**config.mk**
```make
export PLATFORM = sky130hd
export DESIGN_NAME = stepper_step_rate_accumulator_core
export DESIGN_NICKNAME = d
export VERILOG_FILES = /design/src/hdl/ssra_pkg.sv /design/src/hdl/ssra_serial_mul.sv /design/src/hdl/stepper_step_rate_accumulator_core.sv
export SDC_FILE = /design/constraint.sdc
export NUM_CORES = 1
export LEC_CHECK = 0
export ABC_CLOCK_PERIOD_IN_PS = 31800
export BUFFER_PORTS_ARGS = -buffer_cell sky130_fd_sc_hd__buf_2
export CELL_PAD_IN_SITES_DETAIL_PLACEMENT = 1
export CELL_PAD_IN_SITES_GLOBAL_PLACEMENT = 2
export CORE_MARGIN = 2
export CORE_UTILIZATION = 30
export DETAILED_ROUTE_END_ITERATION = 16
export MAX_ROUTING_LAYER = met4
export PLACE_DENSITY = 0.73
export SKIP_CTS_REPAIR_TIMING = 1
export SYNTH_ARGS = -nofsm -noshare
export SYNTH_HDL_FRONTEND = slang
export SYNTH_SLANG_ARGS = --single-unit
```
**constraint.sdc**
```tcl
create_clock -name clk -period 31.8 [get_ports clk]
set_clock_uncertainty 0.1 [all_clocks]
set_input_delay 1.59 -clock clk [delete_from_list [all_inputs] [get_ports clk]]
set_output_delay 1.59 -clock clk [all_outputs]
set_load 0.005 [all_outputs]
```
**src/hdl/ssra_pkg.sv**
```systemverilog
`timescale 1ns / 1ps
// ----------------------------------------------------------------------------
// Step-rate accumulator package
// Item and result types, register indexes, reset values and fixed widths.
// ----------------------------------------------------------------------------
package ssra_pkg;

  localparam int SPEED_W     = 32;
  localparam int TIME_W      = 24;
  localparam int STEPS_W     = 18;
  localparam int TOTAL_W     = 32;
  localparam int RATE_W      = 32;
  localparam int RATE_FRAC_W = 16;
  localparam int DEADBAND_W  = 31;
  localparam int CFG_W       = 32;
  localparam int CFG_INDEX_W = 2;
  localparam int MUL_W       = 32;
  localparam int DIGIT_W     = 4;

  localparam logic [CFG_INDEX_W-1:0] REG_DEADBAND  = 2'd0;
  localparam logic [CFG_INDEX_W-1:0] REG_STEPS_RAD = 2'd1;
  localparam logic [CFG_INDEX_W-1:0] REG_MAX_RATE  = 2'd2;

  localparam logic [DEADBAND_W-1:0] DEADBAND_RESET  = 31'd655;
  localparam logic [MUL_W-1:0]      STEPS_RAD_RESET = 32'd2086059;
  localparam logic [RATE_W-1:0]     MAX_RATE_RESET  = 32'd655360000;

  localparam logic FUNC_TICK  = 1'b0;
  localparam logic FUNC_CLEAR = 1'b1;

  typedef struct packed {
    logic                      func;
    logic signed [SPEED_W-1:0] wheel_speed;
    logic [TIME_W-1:0]         elapsed_time;
  } item_t;

  typedef struct packed {
    logic signed [STEPS_W-1:0] steps_now;
    logic signed [TOTAL_W-1:0] total_steps;
    logic [RATE_W-1:0]         step_rate;
    logic                      forward;
    logic                      rate_clamped;
  } result_t;

endpackage

```
**src/hdl/ssra_serial_mul.sv**
```systemverilog
`timescale 1ns / 1ps
// ----------------------------------------------------------------------------
// Digit-serial multiplier
// Unsigned MUL_W x MUL_W product, one DIGIT_W-bit digit of b per cycle.
// ----------------------------------------------------------------------------
module ssra_serial_mul import ssra_pkg::*; (
  input  logic                 clk,
  input  logic                 rst,
  input  logic                 start,
  input  logic [MUL_W-1:0]     a,
  input  logic [MUL_W-1:0]     b,
  output logic                 done,
  output logic [2*MUL_W-1:0]   product
);

  localparam int DIGITS = MUL_W / DIGIT_W;
  localparam int CNT_W  = $clog2(DIGITS);
  localparam int PART_W = MUL_W + DIGIT_W;

  logic [MUL_W-1:0]  hi;
  logic [MUL_W-1:0]  lo;
  logic [CNT_W-1:0]  count;
  logic              busy;
  logic [PART_W-1:0] partial;

  assign partial = {{DIGIT_W{1'b0}}, hi}
                 + (PART_W'(a) * PART_W'(lo[DIGIT_W-1:0]));
  assign product = {hi, lo};

  always_ff @(posedge clk) begin
    if (rst) begin
      busy  <= 1'b0;
      done  <= 1'b0;
      count <= '0;
    end else begin
      done <= 1'b0;
      if (start) begin
        hi    <= '0;
        lo    <= b;
        count <= '0;
        busy  <= 1'b1;
      end else if (busy) begin
        hi    <= partial[PART_W-1:DIGIT_W];
        lo    <= {partial[DIGIT_W-1:0], lo[MUL_W-1:DIGIT_W]};
        count <= count + 1'b1;
        if (count == CNT_W'(DIGITS - 1)) begin
          busy <= 1'b0;
          done <= 1'b1;
        end
      end
    end
  end

endmodule

```
**src/hdl/stepper_step_rate_accumulator_core.sv**
```systemverilog
`timescale 1ns / 1ps
// ----------------------------------------------------------------------------
// Stepper step-rate accumulator
// Turns a signed wheel speed and elapsed time into whole steps per tick.
// ----------------------------------------------------------------------------
// Items enter on item_valid / item_stall and results leave on result_valid /
// result_stall; a transfer happens on an edge with valid high and stall low.
// Each tick item scales |wheel_speed| by steps_per_radian, applies deadband
// and max_step_rate, multiplies the rate by elapsed_time and folds it into a
// signed fractional remainder; whole steps go out and into the wrapping total.
// A clear item zeroes remainder and total and returns an all-zero result.
// Both products run in turn on one 4-bit digit-serial multiplier; the time
// product is skipped when the rate or the time is zero, and a clear item
// goes straight to its result without either product.
// One item is in work at a time; item_stall is high from acceptance until its
// result is loaded, and the next item can be taken in the cycle after that.
// The result register lets the next item be accepted while a result waits;
// if the receiver still stalls when the next result is ready, the block
// holds that result and keeps item_stall high.
// Configuration writes on cfg_write take effect at once; write only when idle.
// Reset restores default registers, clears remainder, total and result_valid.
// ----------------------------------------------------------------------------
module stepper_step_rate_accumulator_core import ssra_pkg::*; #(
  parameter int REMAINDER_FRAC_BITS = 24
) (
  input  logic                   clk,
  input  logic                   rst,
  input  logic                   item_valid,
  output logic                   item_stall,
  input  item_t                  item,
  output logic                   result_valid,
  input  logic                   result_stall,
  output result_t                result,
  input  logic                   cfg_write,
  input  logic [CFG_INDEX_W-1:0] cfg_index,
  input  logic [CFG_W-1:0]       cfg_data
);

  localparam int PROD_SHIFT = RATE_FRAC_W + TIME_W - REMAINDER_FRAC_BITS;
  localparam int INC_W      = RATE_W + TIME_W - PROD_SHIFT;
  localparam int SUM_W      = INC_W + 2;
  localparam int REM_W      = REMAINDER_FRAC_BITS + 1;
  localparam int SCALED_W   = 2 * MUL_W - RATE_FRAC_W;

  typedef enum logic [2:0] {
    S_IDLE,
    S_MUL_SCALE,
    S_SCALE,
    S_MUL_TIME,
    S_ACCUM,
    S_SPLIT,
    S_DONE
  } state_t;

  state_t state;

  logic [DEADBAND_W-1:0] deadband_speed;
  logic [MUL_W-1:0]      steps_per_radian;
  logic [RATE_W-1:0]     max_step_rate;

  logic                      fwd;
  logic [MUL_W-1:0]          mag;
  logic [TIME_W-1:0]         dt;
  logic [RATE_W-1:0]         rate;
  logic                      clamped;
  logic signed [STEPS_W-1:0] steps;
  logic signed [SUM_W-1:0]   sum;
  logic signed [REM_W-1:0]   remainder;
  logic [TOTAL_W-1:0]        total;

  logic                 mul_start;
  logic [MUL_W-1:0]     mul_a;
  logic [MUL_W-1:0]     mul_b;
  logic                 mul_done;
  logic [2*MUL_W-1:0]   mul_product;

  logic [SPEED_W-1:0]      speed_bits;
  logic [MUL_W-1:0]        mag_in;
  logic [SCALED_W-1:0]     scaled;
  logic [RATE_W-1:0]       rate_calc;
  logic                    clamp_calc;
  logic [INC_W-1:0]        inc_mag;
  logic signed [SUM_W-1:0] rem_ext;
  logic signed [SUM_W-1:0] inc_ext;
  logic signed [SUM_W-1:0] sum_calc;
  logic [SUM_W-1:0]        sum_abs;
  logic [STEPS_W-1:0]      whole_mag;
  logic [REM_W-1:0]        frac_ext;
  logic signed [STEPS_W-1:0] whole;
  logic signed [REM_W-1:0]   rem_calc;

  ssra_serial_mul u_mul (
    .clk     (clk),
    .rst     (rst),
    .start   (mul_start),
    .a       (mul_a),
    .b       (mul_b),
    .done    (mul_done),
    .product (mul_product)
  );

  assign item_stall = (state != S_IDLE);

  always_comb begin
    speed_bits = item.wheel_speed;
    mag_in     = speed_bits[SPEED_W-1] ? (~speed_bits + 32'd1) : speed_bits;

    scaled = mul_product[2*MUL_W-1:RATE_FRAC_W];
    if (mag < {1'b0, deadband_speed}) begin
      rate_calc  = '0;
      clamp_calc = 1'b0;
    end else if (scaled > SCALED_W'(max_step_rate)) begin
      rate_calc  = max_step_rate;
      clamp_calc = 1'b1;
    end else begin
      rate_calc  = scaled[RATE_W-1:0];
      clamp_calc = 1'b0;
    end

    inc_mag  = mul_product[RATE_W+TIME_W-1:PROD_SHIFT];
    rem_ext  = {{(SUM_W-REM_W){remainder[REM_W-1]}}, remainder};
    inc_ext  = {2'b00, inc_mag};
    sum_calc = fwd ? (rem_ext + inc_ext) : (rem_ext - inc_ext);

    sum_abs   = sum[SUM_W-1] ? (~sum + 1'b1) : sum;
    whole_mag = sum_abs[SUM_W-1:REMAINDER_FRAC_BITS];
    frac_ext  = {1'b0, sum_abs[REMAINDER_FRAC_BITS-1:0]};
    whole     = sum[SUM_W-1] ? -$signed(whole_mag) : $signed(whole_mag);
    rem_calc  = sum[SUM_W-1] ? -$signed(frac_ext) : $signed(frac_ext);
  end

  always_ff @(posedge clk) begin
    if (rst) begin
      deadband_speed   <= DEADBAND_RESET;
      steps_per_radian <= STEPS_RAD_RESET;
      max_step_rate    <= MAX_RATE_RESET;
    end else if (cfg_write) begin
      case (cfg_index)
        REG_DEADBAND:  deadband_speed   <= cfg_data[DEADBAND_W-1:0];
        REG_STEPS_RAD: steps_per_radian <= cfg_data;
        REG_MAX_RATE:  max_step_rate    <= cfg_data;
        default: ;
      endcase
    end
  end

  always_ff @(posedge clk) begin
    if (rst) begin
      state        <= S_IDLE;
      result_valid <= 1'b0;
      mul_start    <= 1'b0;
      remainder    <= '0;
      total        <= '0;
    end else begin
      if (result_valid && !result_stall && state != S_DONE) begin
        result_valid <= 1'b0;
      end
      case (state)
        S_IDLE: begin
          if (item_valid) begin
            if (item.func == FUNC_CLEAR) begin
              remainder <= '0;
              total     <= '0;
              steps     <= '0;
              rate      <= '0;
              clamped   <= 1'b0;
              fwd       <= 1'b0;
              state     <= S_DONE;
            end else begin
              fwd       <= ~speed_bits[SPEED_W-1];
              mag       <= mag_in;
              dt        <= item.elapsed_time;
              mul_a     <= mag_in;
              mul_b     <= steps_per_radian;
              mul_start <= 1'b1;
              state     <= S_MUL_SCALE;
            end
          end
        end
        S_MUL_SCALE: begin
          mul_start <= 1'b0;
          if (mul_done) begin
            state <= S_SCALE;
          end
        end
        S_SCALE: begin
          rate    <= rate_calc;
          clamped <= clamp_calc;
          steps   <= '0;
          if (rate_calc == '0 || dt == '0) begin
            state <= S_DONE;
          end else begin
            mul_a     <= rate_calc;
            mul_b     <= MUL_W'(dt);
            mul_start <= 1'b1;
            state     <= S_MUL_TIME;
          end
        end
        S_MUL_TIME: begin
          mul_start <= 1'b0;
          if (mul_done) begin
            state <= S_ACCUM;
          end
        end
        S_ACCUM: begin
          sum   <= sum_calc;
          state <= S_SPLIT;
        end
        S_SPLIT: begin
          remainder <= rem_calc;
          total     <= total + {{(TOTAL_W-STEPS_W){whole[STEPS_W-1]}}, whole};
          steps     <= whole;
          state     <= S_DONE;
        end
        S_DONE: begin
          if (!result_valid || !result_stall) begin
            result_valid        <= 1'b1;
            result.steps_now    <= steps;
            result.total_steps  <= total;
            result.step_rate    <= rate;
            result.forward      <= fwd;
            result.rate_clamped <= clamped;
            state               <= S_IDLE;
          end
        end
        default: state <= S_IDLE;
      endcase
    end
  end

endmodule

```
==> results of run 1 <==
## logic make-up (layout without fill, tap and decap cells)
family | count (synthesis) | count (layout) | share of synthesized area
simple gates | 1108 | 1108 | 0.165
other cells | 0 | 2 | 0
flops | 524 | 524 | 0.446
mux | 40 | 40 | 0.0140
compound gates | 678 | 678 | 0.138
xor+xnor | 232 | 232 | 0.0643
fa+ha+maj | 285 | 285 | 0.135
buf+inv | 314 | 510 | 0.0375
## layer usage
layer  GRT usage  share of wire  vias to the layer above
li1            -              -                    11500
met4      0.0384          0.017                        0
met5           -              0                        -
met3      0.0279          0.038                      102
met2       0.280           0.47                      386
met1       0.232           0.48                    11600
## power breakdown
part,leakage [uW],total (uW),switching [uW],internal [uW]
Combinational,0.00877,1630,958,672
Sequential,0.00461,1040,118,922
Clock,0.00106,766,313,453
## cells in the mapped netlist, types with 5 or more instances
master    instances  area share
mux2i_1          10      0.0032
inv_1           177       0.021
o21ai_0          83       0.013
xor2_1          104       0.029
nor3_1           52      0.0082
nand2b_1         31      0.0061
nand3b_1         22      0.0052
fa_1             93       0.059
a21o_1          108       0.026
o31a_1            5      0.0014
or3_1            29      0.0057
a21oi_1         241       0.038
clkbuf_1        124       0.015
a211o_1          16      0.0044
o211ai_1         10      0.0024
nor2b_1          29      0.0057
and3_1           12      0.0024
a22o_1           16      0.0044
and2_1           77       0.015
nand4_1          35      0.0069
nor2_1          258       0.031
a31oi_1          21      0.0042
or4_1            10      0.0024
mux2_2           29       0.010
o31ai_1          29      0.0069
nand3_1          37      0.0059
o22ai_1           9      0.0018
xnor2_1         128       0.035
or2_2            13      0.0026
a211oi_1         17      0.0040
nor3b_1           5      0.0012
dfxtp_1         162        0.10
buf_1            12      0.0014
o41ai_1           6      0.0017
o21a_1           20      0.0047
nand2_1         443       0.053
edfxtp_1        362        0.34
o21bai_1         11      0.0026
nor4_1           35      0.0069
a22oi_1          36      0.0085
ha_1            192       0.076
## critical path, stage by stage, from the launching register on
cell      delay (ps)
edfxtp_1         450
inv_1            130
ha_1             320
nor3b_1          660
nand4_1          580
o31ai_1          450
xor2_1           290
ha_1             220
inv_1             80
a211oi_1         480
nand3_1          270
o21ai_1          220
xor2_1           210
ha_1             310
nand2_1           80
nor2_1            50
a211oi_1         670
a31o_2           290
o31ai_1          120
o21a_1           260
a221oi_1         370
a211o_1          210
o21ai_0          110
xor2_1           150
a22o_1           180
## through the flow
stage / setup WS (ps) / hold WS, ps
floorplan: 18430 / 300
global route: 23720 / 324
detailed placement: 24440 / 306
finish: 24400 / 316
CTS: 24370 / 318
global placement: 24600 / 301
## worst min path at each step
stage                     startpoint          to  slack, ps
after CTS                   rate[29]  result[31]        320
final                       rate[20]  result[22]        320
after detailed placement    rate[20]  result[22]        310
after global placement     steps[11]  result[77]        300
after floorplan              clamped   result[0]        300
after global routing        rate[10]  result[12]        320
## cell type report
type | instances | area [um2] | area share
Inverter | 177 | 664 | 0.0183
Antenna cell | 2 | 5.00 | 0.000138
Clock buffer | 89 | 1800 | 0.0496
Sequential cell | 524 | 14100 | 0.389
Tap cell | 1391 | 1740 | 0.0480
Multi-Input combinational cell | 2343 | 16400 | 0.452
Timing Repair Buffer | 212 | 1140 | 0.0315
Clock inverter | 32 | 420 | 0.0116
==> key figures, run 1 <==
Critical path
  – Worst reg2reg path endpoint: total[30]
  – Worst R2R Start: sum[0]
  – Worst Path Arrival: 7810 ps
  – Critical path launch point: sum[0]
  – Crit Path Max Fanout: 13
  – Setup Crit Path Kind: reg -> reg
  – Startpoint types: flip-flop
  – Worst reg2reg setup slack: 24,400 ps
  – Required time of the critical path: 32,210 ps
  – Worst-case reg-to-reg path depth: 24
  – Critical Path End: total[30]
  – CP Capture Type: flip-flop

Clocking
  – CTS root buf: clkbuf_16
  – CTS Buffer Depth: 3
  – TritonCTS clock tree: done
  – H-tree levels: 3
  – Number of clock sinks: 524
  – Worst skew pair latency: 640 ps
  – Reg clk slew, reported paths: 60 ps
  – CTS Buf Count: 66

Synth
  – Part of the Yosys area used for sequential elements: 0.446
  – Synth warnings: 0
  – Post-synth top flop: edfxtp_1
  – #FFs+latches synth: 524
  – EDFF count, synth: 362
  – Syn avg cell area: 9.94 um2
  – Ys async rst share: 0
  – Post-Syn Nets: 3,562
  – Synthesized cell area: 31,600 um2
  – Syn Inst Count: 3,181
  – Netlist cell types: 76

Place
  – Placed cells: 4,647
  – Hpwl dp: 69,000 um
  – Routability cong.: 0.825
  – Placed instance area: 34,100 um2
  – PortBufs: 181

Timing
  – TNS Setup: 0 ps
  – RSZ-0062 raised after global routing: no
  – Final Max Tran Viols: 0
  – Slew HR: 0.161
  – Worst slew pin tran: 1260 ps
  – Post-layout min period: 7400 ps
  – Final Cycle Share: 0.233
  – Final setup vio count: 0
  – Final Hold Vio Count: 0
  – Fmax: 135 MHz

Routing
  – DR DRC count: 0
  – Final wirelength: 91,400 um
  – WL per Instance: 19.2 um
  – DRT Pass-1 Iters: 6
  – DR vias: 23.6k
  – Number of vias per cell: 4.94
  – DRT iter0 DRCs: 1,403
  – Number of nets with antenna violations after routing: 0

Global routing
  – All-layer global routing usage: 0.175
  – Vias in the first global route: 24.5k
  – First-pass GRT wire length: 143,000 um
  – Grt ovf: 0
  – Largest net degree at the start of global routing: 75
  – Initial antenna violation count: 2

Hold path
  – Worst Hold Class: reg -> reg
  – Hold-critical path depth: 0

Cells and area
  – Filler cells: 11.9k
  – Commonest non-fill, non-tap cells in the layout: nand2_1 (442), edfxtp_1 (362), nor2_1 (256)
  – Max reg flops: 84
  – Final net count: 3,705
  – Fin cells: 4,770
  – Most flop-heavy register: result
  – Final Cell Area: 36,300 um2
  – Most common cell after layout, fill and taps aside: nand2_1
  – Layout cells sized above 1: 0.113
  – Finished Core Util: 0.346
  – Synth-to-Final Area Change: 14.8%
  – Regs by FF count: result (84), sum (42)

Die
  – Initial core utilization: 0.301
  – Die Ht: 329 um
  – Area of the core: 105,000 um2
  – Num rows: 119
  – Num ports: 182
  – DIE WIDTH: 329 um
  – Die area: 108,000 um2

Pwr
  – VDD IR max: 0.0592 mV
  – Total power draw: 3440 uW
  – Pleak: 0.0144 uW
  – Power per cell area: 94.7 nW/um2

Flow run
  – Max-Cap Viols: 0

Status
  – Outcome: complete, no violations
(Power assumes the default switching activity.)
==> run 2, diff against run 1 <==
--- a/config.mk
+++ b/config.mk
@@ -5,7 +5,7 @@
 export SDC_FILE = /design/constraint.sdc
 export NUM_CORES = 1
 export LEC_CHECK = 0
-export ABC_CLOCK_PERIOD_IN_PS = 31800
+export ABC_CLOCK_PERIOD_IN_PS = 6300
 export BUFFER_PORTS_ARGS = -buffer_cell sky130_fd_sc_hd__buf_2
 export CELL_PAD_IN_SITES_DETAIL_PLACEMENT = 1
 export CELL_PAD_IN_SITES_GLOBAL_PLACEMENT = 2
@@ -13,7 +13,7 @@
 export CORE_UTILIZATION = 30
 export DETAILED_ROUTE_END_ITERATION = 16
 export MAX_ROUTING_LAYER = met4
-export PLACE_DENSITY = 0.73
+export PLACE_DENSITY = 0.75
 export SKIP_CTS_REPAIR_TIMING = 1
 export SYNTH_ARGS = -nofsm -noshare
 export SYNTH_HDL_FRONTEND = slang
==> constraint.sdc (replaced) <==
create_clock -name clk -period 6.3 [get_ports clk]
set_clock_uncertainty 0.1 [all_clocks]
set_input_delay 0.315 -clock clk [delete_from_list [all_inputs] [get_ports clk]]
set_output_delay 0.315 -clock clk [all_outputs]
set_load 0.005 [all_outputs]
==> run 2 against run 1 <==
Compared with the run above: final cell count increased by 2.4%; count of clock-buffer cells in the layout shrank 13; sequential power increased to 5.1 times the previous value; total power increased to 5.1 times the previous value; hold slack got worse by 310 ps; register-to-register slack got worse by 24000 ps; cell area is 3.1% higher; highest routed layer unchanged.
==> key figures, run 2 (synthesis results as in run 1) <==
Die
  – Area of the core: 105,000 um2 (unchanged)
  – DIE WIDTH: 329 um (unchanged)
  – Die area: 108,000 um2 (unchanged)
  – Die Ht: 329 um (unchanged)
  – Initial core utilization: 0.301 (unchanged)
  – Num ports: 182 (unchanged)
  – Num rows: 119 (unchanged)

Timing
  – Final setup vio count: 0 (unchanged)
  – Final Hold Vio Count: 0 (unchanged)
  – Worst slew pin tran: 1130 ps (was 1260 ps)
  – Final worst slack: 312 ps (was 24,400 ps)
  – Final Max Tran Viols: 0 (unchanged)
  – Slew HR: 0.249 (was 0.161)
  – Final Cycle Share: 0.950 (was 0.233)
  – Fmax: 167 MHz (was 135 MHz)
  – Post-layout min period: 5990 ps (was 7400 ps)

Cells and area
  – Final net count: 3,821 (was 3,705)
  – Synth-to-Final Area Change: 18.4% (was 14.8%)
  – Finished Core Util: 0.357 (was 0.346)
  – Commonest non-fill, non-tap cells in the layout: nand2_1 (442), edfxtp_1 (362), nor2_1 (254) (was nand2_1 (442), edfxtp_1 (362), nor2_1 (256))
  – Regs by FF count: result (84), sum (42) (unchanged)
  – Most common cell after layout, fill and taps aside: nand2_1 (unchanged)
  – Fin cells: 4,885 (was 4,770)
  – Layout cells sized above 1: 0.127 (was 0.113)
  – Max reg flops: 84 (unchanged)
  – Final Cell Area: 37,400 um2 (was 36,300 um2)
  – Most flop-heavy register: result (unchanged)

Clocking
  – CTS Buf Count: 60 (was 66)
  – Reg clk slew, reported paths: 60 ps (about the same)
  – CTS Buffer Depth: 3 (unchanged)
  – Worst skew pair latency: 710 ps (was 640 ps)
  – Number of clock sinks: 524 (unchanged)
  – TritonCTS clock tree: done (unchanged)
  – CTS root buf: clkbuf_16 (unchanged)
  – H-tree levels: 2 (was 3)

Routing
  – Number of vias per cell: 4.94 (about the same)
  – DR DRC count: 0 (unchanged)
  – DRT Pass-1 Iters: 7 (was 6)
  – Number of nets with antenna violations after routing: 0 (unchanged)
  – Final wirelength: 94,000 um (was 91,400 um)
  – DR vias: 24.1k (was 23.6k)
  – DRT iter0 DRCs: 1,423 (was 1,403)
  – WL per Instance: 19.2 um (about the same)

Critical path
  – Crit Path Max Fanout: 6 (was 13)
  – Worst-case reg-to-reg path depth: 24 (unchanged)
  – Slowest CP cell: or4_4 (was a211oi_1)
  – Required time of the critical path: 6780 ps (was 32,210 ps)
  – Worst Path Arrival: 6470 ps (was 7810 ps)
  – Worst path max stage delay: 580 ps (was 670 ps)
  – CP Capture Type: flip-flop (unchanged)
  – Setup Crit Path Kind: reg -> reg (unchanged)
  – Startpoint types: flip-flop (unchanged)
  – Most common cell on crit path: xor2_1
  – Worst reg2reg setup slack: 310 ps (was 24,400 ps)
  – CP Cell Sequence: or4_4 > or4_4 > buf_4 > or3_1 > o21ai_1 > xor2_1 > buf_4 > nand3_4 > nor3_2 > xor2_1 > nand2_1 > xnor2_2 > ha_1 > and3_1 > a221o_1 > a21oi_1 > o22a_1 > a31oi_2 > nand4_1 > nand4_1 > a31oi_1 > xor2_1 > a21oi_1 > o22ai_1 (was inv_1 > ha_1 > nor3b_1 > nand4_1 > o31ai_1 > xor2_1 > ha_1 > inv_1 > a211oi_1 > nand3_1 > o21ai_1 > xor2_1 > ha_1 > nand2_1 > nor2_1 > a211oi_1 > a31o_2 > o31ai_1 > o21a_1 > a221oi_1 > a211o_1 > o21ai_0 > xor2_1 > a22o_1)

Global routing
  – Grt ovf: 0 (unchanged)
  – Vias in the first global route: 25.0k (was 24.5k)
  – All-layer global routing usage: 0.178 (was 0.175)
  – Initial antenna violation count: 3 (was 2)
  – First-pass GRT wire length: 146,000 um (was 143,000 um)
  – Largest net degree at the start of global routing: 74 (was 75)

Flow run
  – Max-Cap Viols: 0 (unchanged)

Hold path
  – Worst Hold Class: in -> reg (was reg -> reg)
  – Hold-critical path depth: 2 (was 0)

Place
  – PortBufs: 181 (unchanged)
  – Placed cells: 4,682 (was 4,647)
  – Setup WS pre-CTS: 75.0 ps (was 24,440 ps)
  – Hpwl dp: 70,300 um (was 69,000 um)
  – Placed instance area: 34,400 um2 (was 34,100 um2)
  – Routability cong.: 0.810 (was 0.825)

Status
  – Outcome: complete, no violations (unchanged)

Pwr
  – Pleak: 0.0150 uW (was 0.0144 uW)
  – Total power draw: 17,400 uW (was 3440 uW)
  – VDD IR max: 0.276 mV (was 0.0592 mV)
  – Power per cell area: 464 nW/um2 (was 94.7 nW/um2)
## run 2: cell count changes in the layout (fill, tap and decap cells not counted), sizes merged
cell         before  now
buf             212  258
clkbuf           89   76
clkinv           16   22
clkinvlp          6    5
dlygate4sd3       0   76
inv             181  182
## run 2: final timing paths
check / endpoint / startpoint
worst max-delay path: total[31] / sum[17]
worst min-delay path: mag[11] / item[35]
worst max register to register: total[31] / sum[17]
worst min register to register: result[68] / steps[2]
## run 2: per-layer routing
metal	vias up	routed length, um	track usage
li1	11800	-	-
met1	11800	44200	0.233
met2	385	44400	0.290
met3	134	3010	0.0231
met4	0	2350	0.0443
met5	-	0	-
## run 2: layout make-up
type	instances	area, um2
Fill cell	11800	67500
Clock buffer	76	1650
Multi-Input combinational cell	2343	16500
Sequential cell	524	14100
Timing Repair Buffer	334	2280
Tap cell	1391	1740
Inverter	177	664
Clock inverter	38	437
Antenna cell	2	5.00
## run 2: critical path, delay by kind of cell, from the launching register on
family	cells	cell delay (ps)
AO/OA/AOI/OAI	8	1510
XOR/XNOR	4	720
adder cells (fa/ha/maj)	1	330
buffers and inverters	2	350
flip-flops	1	410
AND/OR/NAND/NOR	9	2480
## run 2: per-stage QoR
step,hold slack [ps],TNS [ps]
floorplan,300,0
global placement,302,0
detailed placement,306,0
CTS,-366,0
global route,-8.17,-64.3
finish,7.38,0
## run 2: power breakdown
group,internal (uW),switching (uW),total (uW),leakage (uW)
clock,2120,1560,3680,0.00101
sequential,4650,609,5260,0.00461
combinational,3520,4920,8430,0.00935
total,10300,7090,17400,0.0150
